$ cat config.mk
export PLATFORM = sky130hd
export DESIGN_NAME = route_frame_header_parser_top
export DESIGN_NICKNAME = d
export VERILOG_FILES = /design/src/rfhp_pkg.sv /design/src/route_frame_header_parser_top.sv /design/src/rfhp_parse.sv /design/src/rfhp_outbuf.sv
export SDC_FILE = /design/constraint.sdc
export NUM_CORES = 1
export LEC_CHECK = 0
export ABC_AREA = 0
export BUFFER_PORTS_ARGS = -buffer_cell sky130_fd_sc_hd__clkbuf_2
export CAP_MARGIN = 20
export CORE_MARGIN = 3
export CORE_UTILIZATION = 55
export DETAILED_ROUTE_END_ITERATION = 10
export HOLD_SLACK_MARGIN = 0.02
export PLACE_DENSITY = 0.86
export SETUP_SLACK_MARGIN = 0.02
export SLEW_MARGIN = 5
export SYNTH_ARGS = -nofsm -noshare
export SYNTH_HDL_FRONTEND = slang
export SYNTH_HIERARCHICAL = 1
export SYNTH_SLANG_ARGS = --single-unit
export TNS_END_PERCENT = 100
$ cat constraint.sdc
create_clock -name clk_i -period 23.1 [get_ports clk_i]
set_input_delay 2.31 -clock clk_i [delete_from_list [all_inputs] [get_ports clk_i]]
set_output_delay 2.31 -clock clk_i [all_outputs]
set_load 0.05 [all_outputs]
$ cat src/rfhp_pkg.sv
package rfhp_pkg;

  typedef enum logic [3:0] {
    PH_IDLE  = 4'd0,
    PH_LEN   = 4'd1,
    PH_SIG   = 4'd2,
    PH_SRC   = 4'd3,
    PH_DST   = 4'd4,
    PH_COUNT = 4'd5,
    PH_ENTRY = 4'd6,
    PH_BODY  = 4'd7,
    PH_DONE  = 4'd8
  } phase_e;

  typedef enum logic [2:0] {
    KIND_ADDRESSING = 3'd0,
    KIND_ENTRY      = 3'd1,
    KIND_BODY_LEN   = 3'd2,
    KIND_BAD_SIG    = 3'd3,
    KIND_SHORT_LEN  = 3'd4
  } kind_e;

  localparam logic [31:0] MIN_FRAME_LENGTH = 32'd17;
  localparam logic [2:0]  SIG_LEN          = 3'd7;
  localparam logic [2:0]  COUNT_LEN        = 3'd2;
  localparam logic [2:0]  ENTRY_LEN        = 3'd6;
  localparam logic [2:0]  ADDR_LAST        = 3'd3;
  localparam logic [2:0]  BODY_LEN         = 3'd4;

  // Result item carried from the parser to the output buffer
  typedef struct packed {
    kind_e       kind;
    logic [7:0]  source_node;
    logic [7:0]  dest_node;
    logic [15:0] entry_total;
    logic [31:0] entry_address;
    logic [15:0] entry_handle;
    logic [31:0] body_length;
    logic [31:0] frame_length;
  } res_t;

  function automatic logic [7:0] sig_byte(input logic [2:0] pos);
    logic [7:0] r;
    case (pos)
      3'd0:    r = 8'h52;
      3'd1:    r = 8'h4f;
      3'd2:    r = 8'h55;
      3'd3:    r = 8'h54;
      3'd4:    r = 8'h49;
      3'd5:    r = 8'h0d;
      3'd6:    r = 8'h0a;
      default: r = 8'h52;
    endcase
    return r;
  endfunction

  // Place a byte into a little-endian word at lane pos[1:0]
  function automatic logic [31:0] lane(input logic [7:0] b, input logic [2:0] pos);
    return {24'd0, b} << {pos[1:0], 3'b000};
  endfunction

endpackage

$ cat src/route_frame_header_parser_top.sv
// A result is registered in the output buffer before it reaches the output port.
// Throughput: one frame byte per cycle unless in_stall_o is high; one parser pass per byte.
// A two-entry output buffer decouples the sides; in_stall_o rises only while both are occupied.
// Reset (rst_ni low, asynchronous): parser idles awaiting a start byte, buffer empties.
module route_frame_header_parser_top (
  input  logic        clk_i,
  input  logic        rst_ni,
  // request channel: one frame byte per request
  input  logic        in_valid_i,
  output logic        in_stall_o,
  input  logic [7:0]  frame_byte_i,
  input  logic        frame_start_i,
  // result channel
  output logic        out_valid_o,
  input  logic        out_stall_i,
  output logic [2:0]  result_kind_o,
  output logic [7:0]  source_node_o,
  output logic [7:0]  dest_node_o,
  output logic [15:0] entry_total_o,
  output logic [31:0] entry_address_o,
  output logic [15:0] entry_handle_o,
  output logic [31:0] body_length_o,
  output logic [31:0] frame_length_o
);

  logic           step;
  logic           res_valid;
  logic           buf_full;
  rfhp_pkg::res_t res;
  rfhp_pkg::res_t head;

  // A request is taken whenever the buffer has a free slot; each byte
  // yields at most one result, so one slot is always enough.
  assign in_stall_o = buf_full;
  assign step       = in_valid_i && !buf_full;

  rfhp_parse u_parse (
    .clk_i       (clk_i),
    .rst_ni      (rst_ni),
    .step_i      (step),
    .byte_i      (frame_byte_i),
    .start_i     (frame_start_i),
    .res_valid_o (res_valid),
    .res_o       (res)
  );

  rfhp_outbuf u_outbuf (
    .clk_i      (clk_i),
    .rst_ni     (rst_ni),
    .push_i     (res_valid),
    .push_res_i (res),
    .full_o     (buf_full),
    .valid_o    (out_valid_o),
    .stall_i    (out_stall_i),
    .head_o     (head)
  );

  // Unpack the head entry onto the result ports
  assign result_kind_o   = head.kind;
  assign source_node_o   = head.source_node;
  assign dest_node_o     = head.dest_node;
  assign entry_total_o   = head.entry_total;
  assign entry_address_o = head.entry_address;
  assign entry_handle_o  = head.entry_handle;
  assign body_length_o   = head.body_length;
  assign frame_length_o  = head.frame_length;

endmodule

$ cat src/rfhp_parse.sv
module rfhp_parse (
  input  logic          clk_i,
  input  logic          rst_ni,
  input  logic          step_i,
  input  logic [7:0]    byte_i,
  input  logic          start_i,
  output logic          res_valid_o,
  output rfhp_pkg::res_t res_o
);

  rfhp_pkg::phase_e phase_q, phase_d;
  logic [2:0]  pos_q, pos_d;
  logic [2:0]  lsize_q, lsize_d;
  logic [31:0] gather_q, gather_d;
  logic [31:0] dlen_q, dlen_d;
  logic [7:0]  src_q, src_d;
  logic [7:0]  dst_q, dst_d;
  logic [15:0] total_q, total_d;
  logic [15:0] left_q, left_d;
  logic [31:0] addr_q, addr_d;

  logic [31:0] gathered;
  logic [2:0]  pos_inc;

  assign gathered = gather_q | rfhp_pkg::lane(byte_i, pos_q);
  assign pos_inc  = pos_q + 3'd1;

  always_comb begin
    phase_d  = phase_q;
    pos_d    = pos_q;
    lsize_d  = lsize_q;
    gather_d = gather_q;
    dlen_d   = dlen_q;
    src_d    = src_q;
    dst_d    = dst_q;
    total_d  = total_q;
    left_d   = left_q;
    addr_d   = addr_q;
    res_valid_o = 1'b0;
    res_o.kind          = rfhp_pkg::KIND_ADDRESSING;
    res_o.entry_address = '0;
    res_o.entry_handle  = '0;
    res_o.body_length   = '0;
    if (start_i) begin
      lsize_d  = {1'b0, byte_i[1:0]} + 3'd1;
      pos_d    = '0;
      gather_d = '0;
      dlen_d   = '0;
      src_d    = '0;
      dst_d    = '0;
      total_d  = '0;
      left_d   = '0;
      addr_d   = '0;
      phase_d  = rfhp_pkg::PH_LEN;
    end else begin
      unique case (phase_q)
        rfhp_pkg::PH_LEN: begin
          dlen_d = dlen_q | rfhp_pkg::lane(byte_i, pos_q);
          pos_d  = pos_inc;
          if (pos_inc >= lsize_q) begin
            pos_d = '0;
            if (dlen_d < rfhp_pkg::MIN_FRAME_LENGTH) begin
              phase_d     = rfhp_pkg::PH_DONE;
              res_valid_o = 1'b1;
              res_o.kind  = rfhp_pkg::KIND_SHORT_LEN;
            end else begin
              phase_d = rfhp_pkg::PH_SIG;
            end
          end
        end
        rfhp_pkg::PH_SIG: begin
          if (byte_i != rfhp_pkg::sig_byte(pos_q)) begin
            phase_d     = rfhp_pkg::PH_DONE;
            pos_d       = '0;
            res_valid_o = 1'b1;
            res_o.kind  = rfhp_pkg::KIND_BAD_SIG;
          end else if (pos_inc >= rfhp_pkg::SIG_LEN) begin
            pos_d   = '0;
            phase_d = rfhp_pkg::PH_SRC;
          end else begin
            pos_d = pos_inc;
          end
        end
        rfhp_pkg::PH_SRC: begin
          src_d   = byte_i;
          phase_d = rfhp_pkg::PH_DST;
        end
        rfhp_pkg::PH_DST: begin
          dst_d    = byte_i;
          phase_d  = rfhp_pkg::PH_COUNT;
          pos_d    = '0;
          gather_d = '0;
        end
        rfhp_pkg::PH_COUNT: begin
          gather_d = gathered;
          pos_d    = pos_inc;
          if (pos_inc >= rfhp_pkg::COUNT_LEN) begin
            total_d     = gathered[15:0];
            left_d      = gathered[15:0];
            pos_d       = '0;
            gather_d    = '0;
            phase_d     = (gathered[15:0] != 16'd0) ? rfhp_pkg::PH_ENTRY
                                                    : rfhp_pkg::PH_BODY;
            res_valid_o = 1'b1;
            res_o.kind  = rfhp_pkg::KIND_ADDRESSING;
          end
        end
        rfhp_pkg::PH_ENTRY: begin
          gather_d = gathered;
          pos_d    = pos_inc;
          if (pos_q == rfhp_pkg::ADDR_LAST) begin
            addr_d   = gathered;
            gather_d = '0;
          end
          if (pos_inc >= rfhp_pkg::ENTRY_LEN) begin
            pos_d    = '0;
            gather_d = '0;
            left_d   = left_q - 16'd1;
            if (left_d == 16'd0) phase_d = rfhp_pkg::PH_BODY;
            res_valid_o         = 1'b1;
            res_o.kind          = rfhp_pkg::KIND_ENTRY;
            res_o.entry_address = addr_q;
            res_o.entry_handle  = gathered[15:0];
          end
        end
        rfhp_pkg::PH_BODY: begin
          gather_d = gathered;
          pos_d    = pos_inc;
          if (pos_inc >= rfhp_pkg::BODY_LEN) begin
            pos_d             = '0;
            gather_d          = '0;
            phase_d           = rfhp_pkg::PH_DONE;
            res_valid_o       = 1'b1;
            res_o.kind        = rfhp_pkg::KIND_BODY_LEN;
            res_o.body_length = gathered;
          end
        end
        default: begin
        end
      endcase
    end
    res_o.source_node  = src_d;
    res_o.dest_node    = dst_d;
    res_o.entry_total  = total_d;
    res_o.frame_length = dlen_d;
    if (!step_i) res_valid_o = 1'b0;
  end

  always_ff @(posedge clk_i or negedge rst_ni) begin
    if (!rst_ni) begin
      phase_q  <= rfhp_pkg::PH_IDLE;
      pos_q    <= '0;
      lsize_q  <= '0;
      gather_q <= '0;
      dlen_q   <= '0;
      src_q    <= '0;
      dst_q    <= '0;
      total_q  <= '0;
      left_q   <= '0;
      addr_q   <= '0;
    end else if (step_i) begin
      phase_q  <= phase_d;
      pos_q    <= pos_d;
      lsize_q  <= lsize_d;
      gather_q <= gather_d;
      dlen_q   <= dlen_d;
      src_q    <= src_d;
      dst_q    <= dst_d;
      total_q  <= total_d;
      left_q   <= left_d;
      addr_q   <= addr_d;
    end
  end

  a_pos_range: assert property (@(posedge clk_i) disable iff (!rst_ni)
    pos_q < rfhp_pkg::SIG_LEN)
    else $error("byte position out of range");

  a_err_done: assert property (@(posedge clk_i) disable iff (!rst_ni)
    (res_valid_o && (res_o.kind == rfhp_pkg::KIND_BAD_SIG ||
                     res_o.kind == rfhp_pkg::KIND_SHORT_LEN))
    |=> phase_q == rfhp_pkg::PH_DONE)
    else $error("error result without leaving the frame");

  a_entry_left: assert property (@(posedge clk_i) disable iff (!rst_ni)
    phase_q == rfhp_pkg::PH_ENTRY |-> left_q != 16'd0)
    else $error("entry phase with no entries left");

endmodule

$ cat src/rfhp_outbuf.sv
module rfhp_outbuf (
  input  logic           clk_i,
  input  logic           rst_ni,
  input  logic           push_i,
  input  rfhp_pkg::res_t push_res_i,
  output logic           full_o,
  output logic           valid_o,
  input  logic           stall_i,
  output rfhp_pkg::res_t head_o
);

  rfhp_pkg::res_t ent0_q, ent0_d, ent1_q, ent1_d;
  logic           vld0_q, vld0_d, vld1_q, vld1_d;
  logic           pop;

  assign pop     = vld0_q && !stall_i;
  assign valid_o = vld0_q;
  assign head_o  = ent0_q;
  assign full_o  = vld1_q;

  always_comb begin
    ent0_d = ent0_q;
    ent1_d = ent1_q;
    vld0_d = vld0_q;
    vld1_d = vld1_q;
    if (pop) begin
      ent0_d = ent1_q;
      vld0_d = vld1_q;
      vld1_d = 1'b0;
    end
    if (push_i) begin
      if (!vld0_d) begin
        ent0_d = push_res_i;
        vld0_d = 1'b1;
      end else begin
        ent1_d = push_res_i;
        vld1_d = 1'b1;
      end
    end
  end

  always_ff @(posedge clk_i or negedge rst_ni) begin
    if (!rst_ni) begin
      vld0_q <= 1'b0;
      vld1_q <= 1'b0;
    end else begin
      vld0_q <= vld0_d;
      vld1_q <= vld1_d;
    end
  end

  always_ff @(posedge clk_i) begin
    ent0_q <= ent0_d;
    ent1_q <= ent1_d;
  end

  a_order: assert property (@(posedge clk_i) disable iff (!rst_ni)
    vld1_q |-> vld0_q)
    else $error("skid entry held while head empty");

  a_no_overrun: assert property (@(posedge clk_i) disable iff (!rst_ni)
    push_i |-> !vld1_q)
    else $error("result pushed into a full buffer");

  a_hold: assert property (@(posedge clk_i) disable iff (!rst_ni)
    (vld0_q && stall_i) |=> (vld0_q && ent0_q == $past(ent0_q)))
    else $error("stalled head changed");

endmodule

==> metrics.cfg, run 1 <==
[yosys]
ys_ff_latch=450
synth-compound-area-share_pct=14.3
synth_top_family_by_area=simple AND/OR/NAND/NOR gates
ys_seq_area_share_pct=56.7
yosys_most_used_dff=dfrtp_1
ys_types=77
synthesis.area_um2=19900
ys_async_sr_fraction_pct=34.7
syn_nets=1953
ys_warn_count=6
syn_inst=1928
synth-edff-count=147
synth-simple-area-share_pct=14.3
synth_xor_area_share_pct=0.132
muxShareOfSynthArea_pct=8.42
synth-adder-area-share_pct=0.756
syn_area_per_cell_um2=10.3

[cells_and_area]
nNetsFinal=2034
drive_gt1_share_pct=15.2
synthToLayoutAreaGrowth_pct=11.8
fillers=2700
final_common_cell=nor2_1
layout_common_cells=177 x nor2_1, 159 x clkbuf_2, 156 x dfrtp_1
fin_cells=2501
n_antenna_cell=0

[clock_network]
path_clk_slew_ns=0.06
clock-sinks=450
cts_max_level=2
cts.path.max_buffers=3
clk_latency_ns=0.57
cts_setup_buffers=0
cts_hold_buf=0
cts_buffers=45
postCtsResizedCells=0
cts_root_buffer=clkbuf_16
cts_tree=yes

[critical_path]
worst_path_max_delay_cell=buf_4
crit_type=input port to register
cp_common_cell=buf_4
endpoint_kind=register
worstPathCellList=clkbuf_2 -> o41ai_1 -> nand4_1 -> a2111oi_0 -> and4b_1 -> a311oi_1 -> a21oi_4 -> buf_4 -> inv_1 -> nor2_4 -> buf_4
worstPathRequired_ns=23.27
cp_num_buf_inv=4
crit_fanout=77
arrival_ns=6.35
crit_family=buffers and inverters
cp-start-kind=input port
max_stage_delay_ns=0.76

[timing]
rsz0062_at_grt=false
hold_viol=0
fin_setup_tns_ns=0
setup_viol=0
worst_pin_slew_ns=1.09
finalMaxSlewViolations=0
layout_setup_ws_ns=16.92
period_needed_ns=6.18
slew-limit-headroom_pct=26.8
post-route-period-util_pct=26.8
fin_hold_ws_ns=0.474
skew_ns=0.0226
fmax_ghz=0.162

[floorplan]
die_y_um=196
core_um2=35100
initial_core_util_pct=56.7
die-area_um2=38400
ios=162
die_w_um=196
rows=68

[job]
drv_cap=0

[power_and_ir_drop]
clkPwrFrac_pct=26.4
switching_power_mw=1.12
power_frac_comb_pct=34.9
total_power_mw=2.76
switching_share_pct=40.8
internal_power_mw=1.63
power_density_nw_per_um2=124
seqPwrFrac_pct=38.6
ir_drop_uv=113
p_leak_nw=9.44

[run_status]
status=finished, final reports clean

[placement]
place.gp.congestion=0.928
dp.final_hpwl_mm=31.8
dp.cells=2410
post-place-ws_ns=16.32
io_buffers=161

[global_routing]
grt_max_degree=151
antenna_found_initial=0
grt_pass1_vias=15500
grt-ovfl-total=0
grt_pass1_wl_mm=84.2
track_usage_pct=27.0

[min_path]
min_path_type=register to register

[drt]
vias_per_cell=6.32
first_pass_iters=8
drt_iter0_drc=1866
ant_nets=0
vias=15800
finalWirelength_mm=53.3
wl_per_cell_um=21.3
drc=0

## metrics by stage
stage	cell area [µm²]	utilization, %
final	22200	63.3
after global routing	22200	63.3
after CTS	22100	63.0
after detailed placement	20600	58.8
after global placement	20600	58.8
after floorplan	19900	-
## layout make-up
cell class / count / area [µm²] / area share [%]
Sequential cell: 450 / 11300 / 50.7
Multi-Input combinational cell: 1278 / 7590 / 34.2
Clock buffer: 61 / 1230 / 5.52
Timing Repair Buffer: 199 / 1180 / 5.31
Tap cell: 455 / 569 / 2.56
Clock inverter: 23 / 239 / 1.08
Inverter: 35 / 131 / 0.592
## cells by family after synthesis
kind of cell / after synthesis
flip-flops: 450
AO/OA/AOI/OAI: 492
AND/OR/NAND/NOR: 606
buffers and inverters: 200
multiplexers: 165
adder cells (fa/ha/maj): 12
XOR/XNOR: 3
## tightest hold or removal path, cell delays in order (launching register included)
cell and delay (ns):
dfrtp_1 0.33, nand2_1 0.04, o21ai_0 0.06
## registers in the layout (all words and copies together), names as in the netlist
| name | count |
|---|---|
| u_outbuf/valid_o | 1 |
| u_outbuf/ent1_q | 147 |
| u_outbuf/head_o | 147 |
| u_parse/lsize_q | 3 |
| u_parse/src_q | 8 |
| u_parse/phase_q | 4 |
| u_parse/dst_q | 8 |
| u_parse/dlen_q | 32 |
| u_parse/gather_q | 32 |
| u_parse/pos_q | 3 |
| u_parse/addr_q | 32 |
| u_outbuf/full_o | 1 |
| u_parse/total_q | 16 |
| u_parse/left_q | 16 |
## power groups by stage
stage	Combinational [mW]	Sequential, mW	Clock, mW
after global placement	0.926	1.07	0
after detailed placement	0.946	1.08	0
after floorplan	0.407	1.37	0
final	0.964	1.07	0.729
after global routing	1.03	1.08	0.771
after CTS	0.953	1.06	0.736
## synth_stat cells (23+ instances only)
library cell,number,area (µm²)
a21oi_1,80,400
a31oi_1,68,425
and2_1,36,225
buf_2,40,200
clkbuf_1,91,342
dfrtp_1,156,3900
dfxtp_1,147,2940
edfxtp_1,147,4410
inv_1,34,128
mux2i_1,148,1480
nand2_1,154,578
nand3_1,155,776
nor2_1,179,672
o21ai_0,99,495
o21ai_1,151,756
o22ai_1,23,144
## per-layer routing
metal | global-route usage (%) | share of wire (%) | vias up
li1 | - | - | 7101
met4 | 9.16 | 2.7 | 0
met2 | 43.0 | 48 | 856
met3 | 4.65 | 9.4 | 114
met1 | 37.7 | 40 | 7734
met5 | 0 | 0 | -
## path summary, 6_finish.rpt
check	end	depth (start not counted)	startpoint	slack (ns)
max reg2reg	u_outbuf/ent1_q[25]	12	u_parse/pos_q[1]	18.11
min in group asynchronous	u_parse/dlen_q[7]	1	rst_ni	1.84
min reg2reg	u_parse/addr_q[0]	2	u_parse/addr_q[0]	0.47
max	u_outbuf/ent1_q[25]	11	frame_byte_i[6]	16.92
max in group asynchronous	u_parse/left_q[10]	2	rst_ni	19.94
min	u_parse/addr_q[0]	2	u_parse/addr_q[0]	0.47
Note: power is estimated with default switching activity, not from simulation.
==> run 2: changes to the inputs <==
--- a/config.mk
+++ b/config.mk
@@ -9,10 +9,10 @@
 export BUFFER_PORTS_ARGS = -buffer_cell sky130_fd_sc_hd__clkbuf_2
 export CAP_MARGIN = 20
 export CORE_MARGIN = 3
-export CORE_UTILIZATION = 55
+export CORE_UTILIZATION = 54
 export DETAILED_ROUTE_END_ITERATION = 10
 export HOLD_SLACK_MARGIN = 0.02
-export PLACE_DENSITY = 0.86
+export PLACE_DENSITY = 0.88
 export SETUP_SLACK_MARGIN = 0.02
 export SLEW_MARGIN = 5
 export SYNTH_ARGS = -nofsm -noshare
==> constraint.sdc (replaced) <==
create_clock -name clk_i -period 5.5 [get_ports clk_i]
set_input_delay 0.55 -clock clk_i [delete_from_list [all_inputs] [get_ports clk_i]]
set_output_delay 0.55 -clock clk_i [all_outputs]
set_load 0.05 [all_outputs]
==> run 2 against run 1 <==
  * Sequential power increased to 4.2 times the previous value
  * Highest routed layer unchanged
  * Final area increased by 0.76%
  * Critical path depth increased by 1
  * Non-clock buffer count increased by 3
  * Critical path type is now register to register
==> metrics.cfg, run 2 (synthesis results as in run 1) <==
[run_status]
status=finished, final reports clean

[placement]
io_buffers=161
place.gp.congestion=0.967
dp.final_hpwl_mm=32.1
post-place-ws_ns=1.32
dp.cells=2420

[timing]
layout_setup_ws_ns=1.22
post-route-period-util_pct=77.7
rsz0062_at_grt=false
hold_viol=0
skew_ns=0.0268
setup_viol=0
fin_hold_ws_ns=0.338
period_needed_ns=4.28
fmax_ghz=0.234
fin_setup_tns_ns=0
finalMaxSlewViolations=0
slew-limit-headroom_pct=16.3
worst_pin_slew_ns=1.26

[global_routing]
grt_pass1_vias=15700
grt_max_degree=150
antenna_found_initial=1
track_usage_pct=27.0
grt-ovfl-total=0
grt_pass1_wl_mm=85.3

[floorplan]
ios=162
die_w_um=198
initial_core_util_pct=55.3
core_um2=35900
rows=69
die_y_um=198
die-area_um2=39100

[power_and_ir_drop]
ir_drop_uv=277
p_leak_nw=9.52
power_density_nw_per_um2=528

[clock_network]
cts_buffers=46
cts_max_level=2
clock-sinks=450
cts_root_buffer=clkbuf_16
path_clk_slew_ns=0.07
cts.path.max_buffers=3
cts_tree=yes
clk_latency_ns=0.57

[critical_path]
crit_fanout=149
arrival_ns=4.70
max_stage_delay_ns=0.55
worst_path_max_delay_cell=dfrtp_1
crit_type=register to register
crit_family=compound AO/OA/AOI/OAI gates
worstPathCellList=nor2b_2 -> buf_4 -> a2111oi_4 -> nand4_1 -> a2111oi_0 -> and4b_1 -> a311oi_1 -> a21oi_4 -> buf_12 -> and2_4 -> buf_12 -> o21ai_1
cp_common_cell=buf_12
cp-start-kind=register
endpoint_kind=register
worstPathRequired_ns=5.92
cp_num_buf_inv=3

[drt]
finalWirelength_mm=54.9
drc=0
vias=16000
wl_per_cell_um=21.8
vias_per_cell=6.38
ant_nets=0
met2_length_mm=26.4
top_layer_used=met4
wl_met3_mm=5.17
wl_met1_mm=21.4
drt_iter0_drc=2061
first_pass_iters=8

[job]
drv_cap=0

[cells_and_area]
final_common_cell=nor2_1
drive_gt1_share_pct=15.5
synthToLayoutAreaGrowth_pct=12.6
final_core_util_pct=62.3
layout_common_cells=177 x nor2_1, 159 x clkbuf_2, 156 x dfrtp_1
fin_cells=2513
nNetsFinal=2038

[min_path]
min_path_type=input port to register

[run 2: final timing paths]
check,start,endpoint,slack [ns],cells past startpoint
setup / recovery,u_parse/pos_q[1],u_outbuf/head_o[38],1.22,12
max in group asynchronous,rst_ni,u_parse/total_q[3],3.74,3
setup reg to reg,u_parse/pos_q[1],u_outbuf/head_o[38],1.22,12
min in group asynchronous,rst_ni,u_parse/dlen_q[3],0.50,2
hold reg to reg,u_parse/addr_q[19],u_parse/addr_q[19],0.47,2
hold / removal,out_stall_i,u_outbuf/full_o,0.34,3
[run 2: tightest hold or removal path: stages]
cell and delay [ns]:
clkbuf_2 0.13, a21oi_1 0.07, nor2_1 0.10
[run 2: layer usage]
layer / global-route usage (%) / vias to the layer above
li1: - / 7103
met1: 35.7 / 7843
met2: 44.3 / 924
met3: 5.58 / 169
met4: 10.0 / 0
met5: 0 / -
[run 2: final cells by class]
cell class                      instances  area, µm²
Antenna cell                            1       2.50
Clock buffer                           61       1290
Clock inverter                         25        295
Fill cell                            2682      13500
Inverter                               35        131
Multi-Input combinational cell       1278       7600
Sequential cell                       450      11300
Tap cell                              461        577
Timing Repair Buffer                  202       1210
[run 2: metrics by stage]
stage | power (mW) | area (µm²)
global route | 12.3 | 22400
detailed placement | 8.52 | 20700
finish | 11.8 | 22400
global placement | 8.38 | 20700
CTS | 11.8 | 22300
floorplan | 7.47 | 19900
[run 2: what timing repair did]
| action | 4_1_cts | 5_1_grt |
|---|---|---|
| hold buffers | 1 | 0 |
| resized for setup | 0 | 0 |
| endpoints found under the setup margin | 0 | 0 |
| endpoints found under the hold margin | 43 | 0 |
| setup buffers | 0 | 0 |
[run 2: where the power goes]
| group | switching, mW | internal, mW | total [mW] |
|---|---|---|---|
| Clock | 1.32 | 1.93 | 3.25 |
| Combinational | 2.99 | 1.07 | 4.07 |
| Sequential | 0.468 | 4.03 | 4.49 |
| Total | 4.78 | 7.03 | 11.8 |
